--- config.mk ---
export PLATFORM = sky130hd
export DESIGN_NAME = onewire_master_sequencer
export DESIGN_NICKNAME = d
export VERILOG_FILES = /design/src/rtl/owms_pkg.sv /design/src/rtl/onewire_master_sequencer.sv
export SDC_FILE = /design/constraint.sdc
export NUM_CORES = 1
export LEC_CHECK = 0
export ABC_AREA = 0
export BUFFER_PORTS_ARGS = -buffer_cell sky130_fd_sc_hd__buf_2
export CAP_MARGIN = 40
export CORE_UTILIZATION = 60
export CTS_BUF_LIST = sky130_fd_sc_hd__clkbuf_16
export DETAILED_ROUTE_END_ITERATION = 16
export HOLD_SLACK_MARGIN = 0.15
export PLACE_DENSITY = 0.9
export SLEW_MARGIN = 20
export SYNTH_ARGS = -nofsm -noshare
export SYNTH_HDL_FRONTEND = slang
export SYNTH_SLANG_ARGS = --single-unit
--- constraint.sdc ---
create_clock -name clk_i -period 5.26 [get_ports clk_i]
set_input_delay 0 -clock clk_i [delete_from_list [all_inputs] [get_ports clk_i]]
set_output_delay 0 -clock clk_i [all_outputs]
set_load 0.05 [all_outputs]
--- src/rtl/owms_pkg.sv ---
// owms_pkg: shared types and constants of the 1-wire master sequencer
// payload structs, phase and register-index codes, rom command bytes
// used by rtl/onewire_master_sequencer.sv and rtl/owms_checker.sv
package owms_pkg;

  localparam int unsigned CfgIdxW  = 3;
  localparam int unsigned CfgDataW = 16;

  localparam logic [15:0] ResetLowTicksRst      = 16'd500;
  localparam logic [15:0] ResetRecoveryTicksRst = 16'd10000;
  localparam logic [7:0]  OneLowTicksRst        = 8'd1;
  localparam logic [7:0]  SampleTicksRst        = 8'd20;
  localparam logic [7:0]  SlotRestTicksRst      = 8'd50;

  localparam logic [7:0] SkipRom  = 8'hCC;
  localparam logic [7:0] MatchRom = 8'h55;
  localparam logic [3:0] CmdByteIdx = 4'd9;

  typedef enum logic [1:0] {
    ActTick    = 2'd0,
    ActReset   = 2'd1,
    ActByte    = 2'd2,
    ActCommand = 2'd3
  } action_e;

  typedef enum logic [CfgIdxW-1:0] {
    CfgResetLow      = 3'd0,
    CfgResetRecovery = 3'd1,
    CfgOneLow        = 3'd2,
    CfgSample        = 3'd3,
    CfgSlotRest      = 3'd4
  } cfg_idx_e;

  typedef enum logic [2:0] {
    PhIdle  = 3'd0,
    PhRlowP = 3'd1,
    PhRrecP = 3'd2,
    PhRlowC = 3'd3,
    PhRrecC = 3'd4,
    PhSlotX = 3'd5,
    PhSlotC = 3'd6
  } phase_e;

  typedef struct packed {
    logic [1:0]  action;
    logic [7:0]  data_byte;
    logic        address_valid;
    logic [63:0] rom_address;
    logic        line_in;
  } in_t;

  typedef struct packed {
    logic       line_low;
    logic       busy_res;
    logic       done_res;
    logic [7:0] read_byte;
    logic       rejected;
  } out_t;

  // a timing register that holds zero counts as one
  function automatic logic [15:0] at_least_one16(logic [15:0] v);
    return (v == 16'd0) ? 16'd1 : v;
  endfunction

  function automatic logic [7:0] at_least_one8(logic [7:0] v);
    return (v == 8'd0) ? 8'd1 : v;
  endfunction

endpackage

--- src/rtl/onewire_master_sequencer.sv ---
// onewire_master_sequencer: 1-wire bus master stepped by one tick per item
// depends on owms_pkg (payload structs, phase codes, rom commands)
//
// Usage:
//   in channel (in_valid_i / in_stall_o / in_data_i): one transfer is one bus
//   tick; action starts a bus reset, a byte exchange or a full command
//   (reset, skip-rom or match-rom with eight address bytes, command byte).
//   out channel (out_valid_o / out_stall_i / out_data_o): one result per
//   input transfer, in order, with the line drive, busy, done, last read
//   byte and a reject flag for a start that came while busy.
//   cfg channel (cfg_valid_i / cfg_ready_o): timing registers, always ready;
//   write only while no tick is in flight.
// Timing:
//   one tick is taken every cycle while in_stall_o is low; its result shows in
//   the output register in the next cycle. All work of a tick is one pass of logic
//   from the state registers into that output register.
//   While a result waits under out_stall_i the output register holds it and
//   in_stall_o is raised, so ticks are throttled with no loss.
// Reset:
//   registers return to their default timings, the sequencer goes idle and
//   the last read byte clears to zero.
module onewire_master_sequencer (
  input  logic                               clk_i,
  input  logic                               rst_ni,
  input  logic                               in_valid_i,
  output logic                               in_stall_o,
  input  owms_pkg::in_t                      in_data_i,
  output logic                               out_valid_o,
  input  logic                               out_stall_i,
  output owms_pkg::out_t                     out_data_o,
  input  logic                               cfg_valid_i,
  output logic                               cfg_ready_o,
  input  logic [owms_pkg::CfgIdxW-1:0]       cfg_index_i,
  input  logic [owms_pkg::CfgDataW-1:0]      cfg_data_i
);

  // timing registers
  logic [15:0] reset_low_q, reset_rec_q;
  logic [7:0]  one_low_q, sample_q, slot_rest_q;

  // sequencer state
  owms_pkg::phase_e phase_q, phase_d;
  logic [15:0] tick_q, tick_d;
  logic [7:0]  shift_q, shift_d;
  logic [2:0]  bit_idx_q, bit_idx_d;
  logic [3:0]  byte_idx_q, byte_idx_d;
  logic [63:0] held_addr_q, held_addr_d;
  logic [7:0]  held_cmd_q, held_cmd_d;
  logic        held_match_q, held_match_d;
  logic        cur_bit_q, cur_bit_d;
  logic [7:0]  last_read_q, last_read_d;

  logic           out_valid_q;
  owms_pkg::out_t out_data_q, res_d;
  logic           in_xfer;

  assign in_stall_o  = out_valid_q & out_stall_i;
  assign in_xfer     = in_valid_i & ~in_stall_o;
  assign out_valid_o = out_valid_q;
  assign out_data_o  = out_data_q;
  assign cfg_ready_o = 1'b1;

  always_ff @(posedge clk_i or negedge rst_ni) begin
    if (!rst_ni) begin
      reset_low_q <= owms_pkg::ResetLowTicksRst;
      reset_rec_q <= owms_pkg::ResetRecoveryTicksRst;
      one_low_q   <= owms_pkg::OneLowTicksRst;
      sample_q    <= owms_pkg::SampleTicksRst;
      slot_rest_q <= owms_pkg::SlotRestTicksRst;
    end else if (cfg_valid_i) begin
      case (owms_pkg::cfg_idx_e'(cfg_index_i))
        owms_pkg::CfgResetLow:      reset_low_q <= cfg_data_i;
        owms_pkg::CfgResetRecovery: reset_rec_q <= cfg_data_i;
        owms_pkg::CfgOneLow:        one_low_q   <= cfg_data_i[7:0];
        owms_pkg::CfgSample:        sample_q    <= cfg_data_i[7:0];
        owms_pkg::CfgSlotRest:      slot_rest_q <= cfg_data_i[7:0];
        default: ;
      endcase
    end
  end

  always_comb begin
    logic [8:0] samp;
    logic [8:0] slot_len;
    logic [2:0] addr_sel;
    phase_d      = phase_q;
    tick_d       = tick_q;
    shift_d      = shift_q;
    bit_idx_d    = bit_idx_q;
    byte_idx_d   = byte_idx_q;
    held_addr_d  = held_addr_q;
    held_cmd_d   = held_cmd_q;
    held_match_d = held_match_q;
    cur_bit_d    = cur_bit_q;
    last_read_d  = last_read_q;
    res_d        = '0;
    samp         = {1'b0, owms_pkg::at_least_one8(sample_q)};
    slot_len     = samp + {1'b0, owms_pkg::at_least_one8(slot_rest_q)};
    addr_sel     = 3'd0;

    // start of an operation, or reject when one is running
    if (owms_pkg::action_e'(in_data_i.action) != owms_pkg::ActTick) begin
      if (phase_q != owms_pkg::PhIdle) begin
        res_d.rejected = 1'b1;
      end else begin
        tick_d = 16'd0;
        case (owms_pkg::action_e'(in_data_i.action))
          owms_pkg::ActReset: begin
            phase_d = owms_pkg::PhRlowP;
          end
          owms_pkg::ActByte: begin
            shift_d   = in_data_i.data_byte;
            bit_idx_d = 3'd0;
            phase_d   = owms_pkg::PhSlotX;
          end
          default: begin
            held_cmd_d   = in_data_i.data_byte;
            held_match_d = in_data_i.address_valid;
            held_addr_d  = in_data_i.rom_address;
            phase_d      = owms_pkg::PhRlowC;
          end
        endcase
      end
    end

    if (phase_d != owms_pkg::PhIdle) begin
      tick_d = tick_d + 16'd1;
      case (phase_d)
        owms_pkg::PhRlowP, owms_pkg::PhRlowC: begin
          res_d.line_low = 1'b1;
          if (tick_d >= owms_pkg::at_least_one16(reset_low_q)) begin
            phase_d = (phase_d == owms_pkg::PhRlowP) ? owms_pkg::PhRrecP
                                                      : owms_pkg::PhRrecC;
            tick_d  = 16'd0;
          end
        end
        owms_pkg::PhRrecP, owms_pkg::PhRrecC: begin
          if (tick_d >= owms_pkg::at_least_one16(reset_rec_q)) begin
            tick_d = 16'd0;
            if (phase_d == owms_pkg::PhRrecP) begin
              phase_d        = owms_pkg::PhIdle;
              res_d.done_res = 1'b1;
            end else begin
              shift_d    = held_match_d ? owms_pkg::MatchRom : owms_pkg::SkipRom;
              byte_idx_d = 4'd0;
              bit_idx_d  = 3'd0;
              phase_d    = owms_pkg::PhSlotC;
            end
          end
        end
        default: begin
          // bit slot
          if (tick_d == 16'd1) begin
            cur_bit_d = shift_d[0];
          end
          res_d.line_low = (tick_d < {7'd0, slot_len}) &&
                           (!cur_bit_d ||
                            tick_d <= {8'd0, owms_pkg::at_least_one8(one_low_q)});
          if (tick_d == {7'd0, samp}) begin
            shift_d = {in_data_i.line_in, shift_d[7:1]};
          end
          if (tick_d >= {7'd0, slot_len}) begin
            tick_d    = 16'd0;
            bit_idx_d = bit_idx_d + 3'd1;
            if (bit_idx_d == 3'd0) begin
              last_read_d = shift_d;
              if (phase_d == owms_pkg::PhSlotX || byte_idx_d >= owms_pkg::CmdByteIdx) begin
                phase_d        = owms_pkg::PhIdle;
                res_d.done_res = 1'b1;
              end else begin
                if (byte_idx_d == 4'd0 && !held_match_d) begin
                  byte_idx_d = owms_pkg::CmdByteIdx;
                end else begin
                  byte_idx_d = byte_idx_d + 4'd1;
                end
                addr_sel = 3'(byte_idx_d - 4'd1);
                if (byte_idx_d >= owms_pkg::CmdByteIdx) begin
                  shift_d = held_cmd_d;
                end else begin
                  shift_d = held_addr_d[{addr_sel, 3'b000} +: 8];
                end
              end
            end
          end
        end
      endcase
    end

    res_d.busy_res  = (phase_d != owms_pkg::PhIdle);
    res_d.read_byte = last_read_d;
  end

  always_ff @(posedge clk_i or negedge rst_ni) begin
    if (!rst_ni) begin
      phase_q      <= owms_pkg::PhIdle;
      tick_q       <= '0;
      shift_q      <= '0;
      bit_idx_q    <= '0;
      byte_idx_q   <= '0;
      held_addr_q  <= '0;
      held_cmd_q   <= '0;
      held_match_q <= 1'b0;
      cur_bit_q    <= 1'b0;
      last_read_q  <= '0;
    end else if (in_xfer) begin
      phase_q      <= phase_d;
      tick_q       <= tick_d;
      shift_q      <= shift_d;
      bit_idx_q    <= bit_idx_d;
      byte_idx_q   <= byte_idx_d;
      held_addr_q  <= held_addr_d;
      held_cmd_q   <= held_cmd_d;
      held_match_q <= held_match_d;
      cur_bit_q    <= cur_bit_d;
      last_read_q  <= last_read_d;
    end
  end

  always_ff @(posedge clk_i or negedge rst_ni) begin
    if (!rst_ni) begin
      out_valid_q <= 1'b0;
    end else if (!in_stall_o) begin
      out_valid_q <= in_valid_i;
    end
  end

  always_ff @(posedge clk_i) begin
    if (in_xfer) begin
      out_data_q <= res_d;
    end
  end

endmodule

* Word-level counts from Yosys, hierarchy flattened
Cells that the tools add are included.
** Word-level totals
- Register bits after elaboration :: 185
- Input port bits :: 100
- Output and inout bits :: 15
** Operators by class
- Magnitude comparators :: 7
- Bitwise logic cells :: 5
- Reduce and logical (&&, ||, !) cells :: 31
- Eq/ne operators :: 16
- $add $sub $neg :: 5
- Mux-type cells :: 81
- Shift-type cells :: 1
** Operators by type and width (number)
- $mux 64 :: 3
- $mux 8 :: 22
- $mux 16 :: 8
- $shiftx 64x7->8 :: 1
- $mux 3 :: 17
- $mux 4 :: 11
- $ge 16x16->1 :: 2
- $logic_not 16->1 :: 2
- $pmux 16 s2 :: 1
- $logic_not 8->1 :: 3
- $pmux 3 s2 :: 3
- $add 16x1->16 const B :: 1
- $eq 16x1->1 const B :: 1
- $eq 16x8->1 :: 1
- $ge 16x9->1 :: 1
- $le 16x8->1 :: 1
- $lt 16x9->1 :: 1
- $pmux 8 s2 :: 1
- $eq 3x2->1 const B :: 4
- $mux 1 :: 12
- $reduce_and 2->1 :: 5
- $add 8x8->9 :: 1
- $eq 3x3->1 const B :: 3
- $reduce_bool 3->1 :: 3
- other kinds (23) :: 38

* Depth between registers and ports, before layout
Gate-level depths: netlist of the first run.
- Depth after elaboration :: 21
- Gate-level depth with buffers :: 23
- Depth with buffers taken out :: 21

* Worst setup path after synthesis of the first run
Ideal clock, no wire load.
- Path type :: reg2reg
- Start :: reg phase_q[0]
- End :: reg out_data_q, in the netlist out_data_o[10], data pin
- Stages on the path, launching flop included :: 20
- Path slack :: 0.928 ns
- Library setup time :: 0.268 ns
- Arrival time :: 4.064 ns
- Cell sequence :: dfrtp_1 > buf_2 > or4_4 > buf_6 > and2_1 > ha_1 > inv_1 > nor2_1 > and2_4 > xnor2_1 > nor2_1 > ha_1 > and3_1 > a221o_1 > a21oi_1 > o31ai_1 > or2_2 > and2_1 > a211oi_1 > nand3_1
** RTL lines
- start: declaration :: RTL line onewire_master_sequencer.sv:42 : owms_pkg::phase_e phase_q, phase_d;
- start signal: assignment :: RTL line onewire_master_sequencer.sv:195 : phase_q <= owms_pkg::PhIdle;
- start signal: assignment :: RTL line onewire_master_sequencer.sv:206 : phase_q <= phase_d;
- end signal: assignment :: RTL line onewire_master_sequencer.sv:229 : out_data_q <= res_d;
- end: declaration :: RTL line onewire_master_sequencer.sv:54 : owms_pkg::out_t out_data_q, res_d;

* Final worst setup path of the first run
- Start :: reg phase_q[0]
- End :: reg shift_q[4]
** Between the ends
- Cells in the longest elaborated chain, start to end :: 19
- Elaborated cells between the ends (all ways) :: 51
- Classes of those cells :: add/sub (3); order compare (3); eq/ne (6); shift (1); mux (30); reduce/logical (8)
** RTL lines
- $reduce_bool 3->1 :: RTL line onewire_master_sequencer.sv:103 : if (phase_q != owms_pkg::PhIdle) begin
- $mux 1 :: RTL line onewire_master_sequencer.sv:103
- $mux 1 :: RTL line onewire_master_sequencer.sv:102 : if (owms_pkg::action_e'(in_data_i.action) != owms_pkg::ActTick) begin
- $logic_not 1->1 :: RTL line onewire_master_sequencer.sv:171 : if (byte_idx_d == 4'd0 && !held_match_d) begin
- $logic_and 1x1->1 :: RTL line onewire_master_sequencer.sv:171
- $mux 4 :: RTL line onewire_master_sequencer.sv:171
- $mux 4 :: RTL line onewire_master_sequencer.sv:167 : if (phase_d == owms_pkg::PhSlotX || byte_idx_d >= owms_pkg::CmdByteIdx) begin
- $mux 4 :: RTL line onewire_master_sequencer.sv:165 : if (bit_idx_d == 3'd0) begin
- (+3 left out)
- $sub 3x1->3 :: RTL line onewire_master_sequencer.sv:176 : addr_sel = 3'(byte_idx_d - 4'd1);
- $shiftx 64x7->8 :: RTL line onewire_master_sequencer.sv:180 : shift_d = held_addr_d[{addr_sel, 3'b000} +: 8];
- $mux 8 :: RTL line onewire_master_sequencer.sv:177 : if (byte_idx_d >= owms_pkg::CmdByteIdx) begin
- $mux 8 :: RTL line onewire_master_sequencer.sv:167
- $mux 8 :: RTL line onewire_master_sequencer.sv:165
- $mux 8 :: RTL line onewire_master_sequencer.sv:162 : if (tick_d >= {7'd0, slot_len}) begin
- $pmux 8 s2 :: RTL line onewire_master_sequencer.sv:128 : case (phase_d)
- $mux 8 * :: RTL line onewire_master_sequencer.sv:126 : if (phase_d != owms_pkg::PhIdle) begin
- end signal: assignment :: RTL line onewire_master_sequencer.sv:208 : shift_q <= shift_d;
- end: declaration :: RTL line onewire_master_sequencer.sv:44 : logic [7:0] shift_q, shift_d;
Mark *: on every way between the ends. The rest lies on a longest branch, timed or not. The select of a mux whose other input is x is not followed.
A chain may end at the register's enable or synchronous reset.

==> results of run 1 <==
-- synth_stat cells, types with 5 or more instances --
master     count  area share
nand2_1      198       0.063
dfrtp_1      156        0.33
mux2_2       108        0.10
o21ai_0       81       0.034
inv_1         70       0.022
ha_1          64       0.067
nor2_1        58       0.018
clkbuf_1      45       0.014
a21oi_1       38       0.016
nand3_1       38       0.016
mux2i_1       24       0.020
nor3_1        20      0.0084
a31oi_1       19       0.010
dfstp_2       17       0.038
xnor2_1       17       0.013
buf_2         16      0.0067
nand4_1       16      0.0084
edfxtp_1      12       0.030
mux4_2        12       0.023
nand2b_1      12      0.0063
nor4_1        12      0.0063
xor2_1        12      0.0089
o31ai_1       11      0.0070
and2_1        10      0.0053
and3_1        10      0.0053
o211ai_1      10      0.0063
a21o_1         9      0.0057
a221oi_1       7      0.0052
o21a_1         7      0.0044
or3_1          7      0.0037
a211o_1        6      0.0044
a311oi_1       5      0.0037
o2111ai_1      5      0.0037
o22ai_1        5      0.0026
-- per-layer routing --
layer,part of all wire,track usage
met1,0.36,0.3983
met2,0.51,0.6344
met3,0.070,0.06808
met4,0.066,0.2292
met5,0,0
-- cell usage in the layout, fill, tap and decap left out, types with 10 or more instances in the layout --
cell	instances
nand2b_1	12
nand3_1	38
mux2i_1	24
dfrtp_1	156
xnor2_1	17
nand2_1	196
nand4_1	16
nor3_1	20
buf_4	17
inv_1	70
xor2_1	12
and2_1	10
mux4_2	12
edfxtp_1	12
dfstp_2	17
o31ai_1	11
o211ai_1	10
a31oi_1	19
clkbuf_16	17
mux2_2	108
buf_2	113
o21ai_0	81
dlygate4sd3_1	99
nor2_1	58
and3_1	10
ha_1	64
a21oi_1	38
nor4_1	12
-- how the worst min path moves through the flow --
| stage | to | slack (ps) | cells past startpoint |
|---|---|---|---|
| 5_1_grt | out_data_o[0] | 300 | 5 |
| 4_1_cts | out_data_o[0] | 270 | 5 |
| 3_5_place_dp | slot_rest_q[2] | -9 | 1 |
| 3_3_place_gp | slot_rest_q[2] | -8 | 1 |
| 2_1_floorplan | bit_idx_q[0] | -300 | 0 |
| 6_report | out_data_o[0] | 270 | 5 |
-- layout make-up --
type	count	area, µm²
Clock buffer	17	425.4
Clock inverter	15	131.4
Fill cell	1319	5127
Inverter	70	262.8
Multi-Input combinational cell	913	6616
Sequential cell	185	4711
Tap cell	265	331.6
Timing Repair Buffer	234	1793
-- what timing repair did --
item                      4_1_cts  5_1_grt
hold endpoints to repair      195        0
hold buffers                  100        0
resized for setup               0        0
-- state kept, by name, indices dropped and copies added, names as in the netlist, 12 cells and up --
| register | cells |
|---|---|
| tick_q | 16 |
| reset_rec_q | 16 |
| out_data_o | 12 |
| held_addr_q | 64 |
| reset_low_q | 16 |
-- logic make-up after synthesis --
| logic type | synth area share |
|---|---|
| flops | 0.3970 |
| compound gates | 0.1428 |
| mux | 0.1455 |
| fa+ha+maj | 0.07002 |
| buf+inv | 0.04861 |
| simple gates | 0.1723 |
| other cells | 0.0003161 |
| xor+xnor | 0.02341 |
-- worst max-delay path: stages (launching register included) --
cell	delay (ps)
dfrtp_1	520
or4_4	660
nand2_4	120
inv_1	120
ha_1	260
inv_1	210
nor2_1	150
and2_4	220
xnor2_1	190
nor2_1	100
ha_1	320
and3_1	170
a221o_1	340
a21oi_1	150
o31ai_1	110
or2_2	350
o221ai_1	490
a221oi_1	240
nand2_1	120
-- power groups by stage --
stage / combinational [mW] / sequential, mW / clock [mW]
finish: 3.51 / 2.31 / 1.25
detailed placement: 3.26 / 2.29 / 0
global route: 3.77 / 2.35 / 1.30
global placement: 3.11 / 2.25 / 0
CTS: 3.36 / 2.27 / 1.25
floorplan: 2.45 / 2.20 / 0
-- stage by stage --
stage,utilization,setup slack (ps),area (µm²),hold WS (ps)
2_1_floorplan,-,927.9,11870,-295.6
3_3_place_gp,0.6502,643.3,12610,-8.256
3_5_place_dp,0.6531,569.4,12670,-9.217
4_1_cts,0.7343,389.2,14240,269.4
5_1_grt,0.7357,95.44,14270,297.4
6_report,0.7357,327.3,14270,265.5
==> impl_results.md, run 1 <==
* Clock Skew at roughly 12 ps
* CTS tree: done
* Worst r2r src: phase_q[0]
* Sw Share at 0.4382
* Die Area at 20340 µm²
* Worst endpoint data arrival time at 5310 ps
* Depth of the CTS H-tree at 4
* Via Count at approximately 11000
* Top FF cell, synth: dfrtp_1
* Inst Count DP at 1566
* I/O Pins at 115
* Inserted Clock Buffers at 17
* WS Path Type: flop to flop
* Final setup vio count at 0
* Crit path required time at 5640 ps
* Final HPWL DP at ~23 mm
* Area grow syn2layout at 20.28%
* Crit Reg-Reg Endpoint: shift_q[4]
* Post-Syn Area at around 12000 µm²
* 1st-iter DRT viols at between 1000 and 1500
* Seq pwr share at 0.327
* Largest net degree at the start of global routing at 68
* Pwr dens at just under 500 nW/µm²
* Tmin final at between 4000 and 5000 ps
* DRC errors left at 0
* Horiz. Die Dim at 142.6 µm
* Number of enable flip-flop cells after synthesis at 12
* CTS Buffer Depth at 2
* Input/output buffers at 113
* Crit path to: shift_q[4]
* Yosys warns at 0
* Core Box Area at 19400 µm²
* Period utilisation layout at 0.9378
* RSZ-0062 raised after global routing: false
* Max cap viols at 0
* CP max FO at 11
* Post-DRT Antenna Nets at 0
* First-pass GRT wire length at 56.12 mm
* FMAX at between 200 and 250 MHz
* Worst setup SP type: flop
* Worst IR drop on VDD at 0.3694 mV
* Post-Layout Cell Count at 1699
* Worst Hold Class: input pin to flop
* Net Sw Power at 3.097 mW
* Number of antenna violations at the first check in global routing at 0
* Clk network pwr share at 0.176
* Number of vias per cell at 6.410
* Final hold violations at 0
* Setup tns final at 0 ps
* Tightest Pin Transition at 843.3 ps
* Root buf cell: clkbuf_16
* Clk pin slew, worst setup/hold paths at 80 ps
* Antenna diodes at 0
* Max-slew headroom at 0.4368
* PnR Total Power at 7.067 mW
* Status: completed
* FF-to-FF path depth at 18
* R2r setup slk at 330 ps
* CP startpoint: phase_q[0]
* Clk sinks at 185
* Post-CTS Setup Repair Bufs at 0
* Avg Cell Area, Syn at around 9.6 µm²
* Post-Syn Nets at about 1400
* Layout cell share with drive strength beyond 1 at 0.2336
* FP Rows at 51
* Ys async rst share at 0.9351
* Pins Over Slew Limit at 0
* Seq cells post-synth at 185
* Routed WL at 35.67 mm
* Gpl congestion at 0.9646
* LEAKAGE at 6.480 nW
* Synth Instances at between 1000 and 1500
* Die Span Y at 142.6 µm
* Sequential area share after synthesis at 0.3970
* Fin nets at roughly 1600
* Hold Path Origin: in_data_i[75]
* Initial Utilization at 0.6116
* Clk Latency, worst-skew pair at 450 ps
* Synth unique cells at 85
* WL per Instance at about 21 µm
* Pre-antenna DRT Iters at 6
* Vias in the first global route at 11086
* Internal at ~4.0 mW
* Total track usage at 0.3594
* Critical Path Sink Type: flop
* Comb power frac at 0.497
* Grt ovf at 0
No activity file was read; power rests on OpenSTA's default activity.
==> run 2: changes to the inputs <==
PLACE_DENSITY = default   (was 0.9)
PLACE_DENSITY_LB_ADDON = 0.3   (was default)
==> run 2 against run 1 <==
Compared with the run above: non-clock buffer count increased by 1; hold slack got worse by 34 ps; sequential share of layout area decreased by 0.084 points; cell area increased by 0.25%; maximum frequency increased by 2.9%; clock-buffer cell count unchanged; power decreased by 1.1%; critical endpoint is now byte_idx_q[0].
==> impl_results.md, run 2 (synthesis gave the netlist of run 1 again) <==
* Post-Layout Cell Count at 1701
* DRC errors left at 0
* Worst IR drop on VDD at 0.3158 mV
* First-pass GRT wire length at 54.35 mm
* Final setup vio count at 0
* Inst Count DP at 1566
* Final core occ at 0.7376
* Cell family with most CP delay: compound AO/OA/AOI/OAI gates
* WS Path Type: flop to flop
* CTS tree: done
* Root buf cell: clkbuf_16
* CTS Buffer Depth at 2
* Tmin final at roughly 4800 ps
* Total track usage at 0.3457
* Core Box Area at ~19000 µm²
* Most common cell after layout, fill and taps aside: nand2_1
* Max cap viols at 0
* Critical Path Sink Type: flop
* Largest net degree at the start of global routing at 66
* Worst setup SP type: flop
* PnR Total Power at about 7 mW
* Placed instance area at approximately 13000 µm²
* Top cell by count, worst path: nor2_1
* Clk pin slew, worst setup/hold paths at 80 ps
* Design Area, Final at ~14000 µm²
* Fin nets at between 1500 and 2000
* Layout cell share with drive strength beyond 1 at 0.2328
* Pins Over Slew Limit at 0
* Grt ovf at 0
* Multi-input gate area at 6616 µm²
* 1st-iter DRT viols at just under 800
* Input/output buffers at 113
* Crit path max-delay cell type: dfstp_2
* Die Area at roughly 20000 µm²
* Worst path buffer plus inverter count at 2
* Worst endpoint data arrival time at 5110 ps
* Initial Utilization at 0.6116
* Post-DRT Antenna Nets at 0
* Clock Skew at 18.34 ps
* Gpl congestion at 0.9322
* Routed WL at roughly 34 mm
* Pre-antenna DRT Iters at 5
* CP max FO at 13
* RSZ-0062 raised after global routing: false
* Final HPWL DP at 22.76 mm
* LEAKAGE at 6.507 nW
* Largest register FFs at 64
* Max-slew headroom at 0.4801
* Final hold violations at 0
* Slowest cell delay on critical path at 630 ps
* Clk Latency, worst-skew pair at 450 ps
* Number of vias per cell at a little over 6
* Setup tns final at 0 ps
* WL per Instance at 19.81 µm
* FP Rows at between 50 and 60
* Clk sinks at 185
* Crit path required time at roughly 5600 ps
* Horiz. Die Dim at 142.6 µm
* Via Count at between 10000 and 15000
* Register area at 4711 µm²
* Inserted Clock Buffers at 17
* FMAX at 208.5 MHz
* Vias in the first global route at 10731
* Tightest Pin Transition at 779.1 ps
* Area grow syn2layout at 20.58%
* Reg with most FFs: held_addr_q
* Cells resized by post-CTS repair at 0
* Cell chain of the critical path: nor4_1, a21oi_1, inv_1, ha_1, a21oi_1, nor2_1, nor2_1, maj3_1, o21ai_0, a21oi_1, nor2_1, nor2_1, xor2_1, ha_1, nand4_1, nor3_1, nor4_4, a211oi_2, buf_4, nand2_1, a211oi_2, o22ai_1
* I/O Pins at around 120
* Number of antenna violations at the first check in global routing at 1
* Most frequent cells in the layout: 196 x nand2_1, 156 x dfrtp_1, 114 x buf_2
* Period utilisation layout at 0.9118
* Status: completed
* Worst Hold Class: input pin to flop
* # fillers at 1341
* Die Span Y at 142.6 µm
* Depth of the CTS H-tree at 4
* Pwr dens at 488.7 nW/µm²
-- run 2: worst reg2reg max path, cell delays in order, from the launching register on --
cell and delay (ps):
dfstp_2 630, nor4_1 70, a21oi_1 280, inv_1 90
ha_1 230, a21oi_1 160, nor2_1 50, nor2_1 190
maj3_1 210, o21ai_0 130, a21oi_1 190, nor2_1 60
nor2_1 120, xor2_1 100, ha_1 300, nand4_1 80
nor3_1 530, nor4_4 110, a211oi_2 230, buf_4 220
nand2_1 80, a211oi_2 410, o22ai_1 160
-- run 2: final timing paths --
check	from	slack [ps]	to	cells past startpoint
min	in_data_i[0]	230	shift_q[7]	5
max in group asynchronous	rst_ni	3860	held_addr_q[5]	5
max	sample_q[4]	460	byte_idx_q[0]	22
min reg2reg	bit_idx_q[1]	490	bit_idx_q[1]	2
min in group asynchronous	rst_ni	640	tick_q[12]	4
max reg2reg	sample_q[4]	460	byte_idx_q[0]	22
-- run 2: area by class of cell --
cell class | count | share of cell area
Multi-Input combinational cell | 913 | 0.4624
Sequential cell | 185 | 0.3293
Timing Repair Buffer | 235 | 0.1259
Clock buffer | 17 | 0.02973
Tap cell | 265 | 0.02317
Inverter | 70 | 0.01836
Clock inverter | 15 | 0.01093
Antenna cell | 1 | 0.0001749
-- run 2: timing repair --
| item | CTS | global route |
|---|---|---|
| hold endpoints to repair | 255 | 0 |
| hold buffers | 101 | 0 |
| buffers inserted | 0 | 0 |
-- run 2: metrics by stage --
| stage | hold slack, ps | setup WS [ps] |
|---|---|---|
| floorplan | -295.6 | 927.9 |
| global placement | -105.8 | 627.5 |
| detailed placement | -106.0 | 517.1 |
| CTS | 230.7 | 487.0 |
| global route | 274.6 | 67.20 |
| finish | 231.7 | 464.1 |
-- run 2: where the power goes --
part	switching, mW	internal (mW)	total [mW]
Combinational	2.01	1.41	3.42
Clock	0.654	0.637	1.29
Sequential	0.356	1.93	2.28
Total	3.02	3.98	6.99
-- run 2: routing by layer --
metal  vias up  track usage  routed length [µm]
met5         -            0                   0
met4         0       0.1902                1720
met3       117      0.06304                1907
met2       500       0.6024               17040
met1      5106       0.4031               13030
li1       4839            -                   -
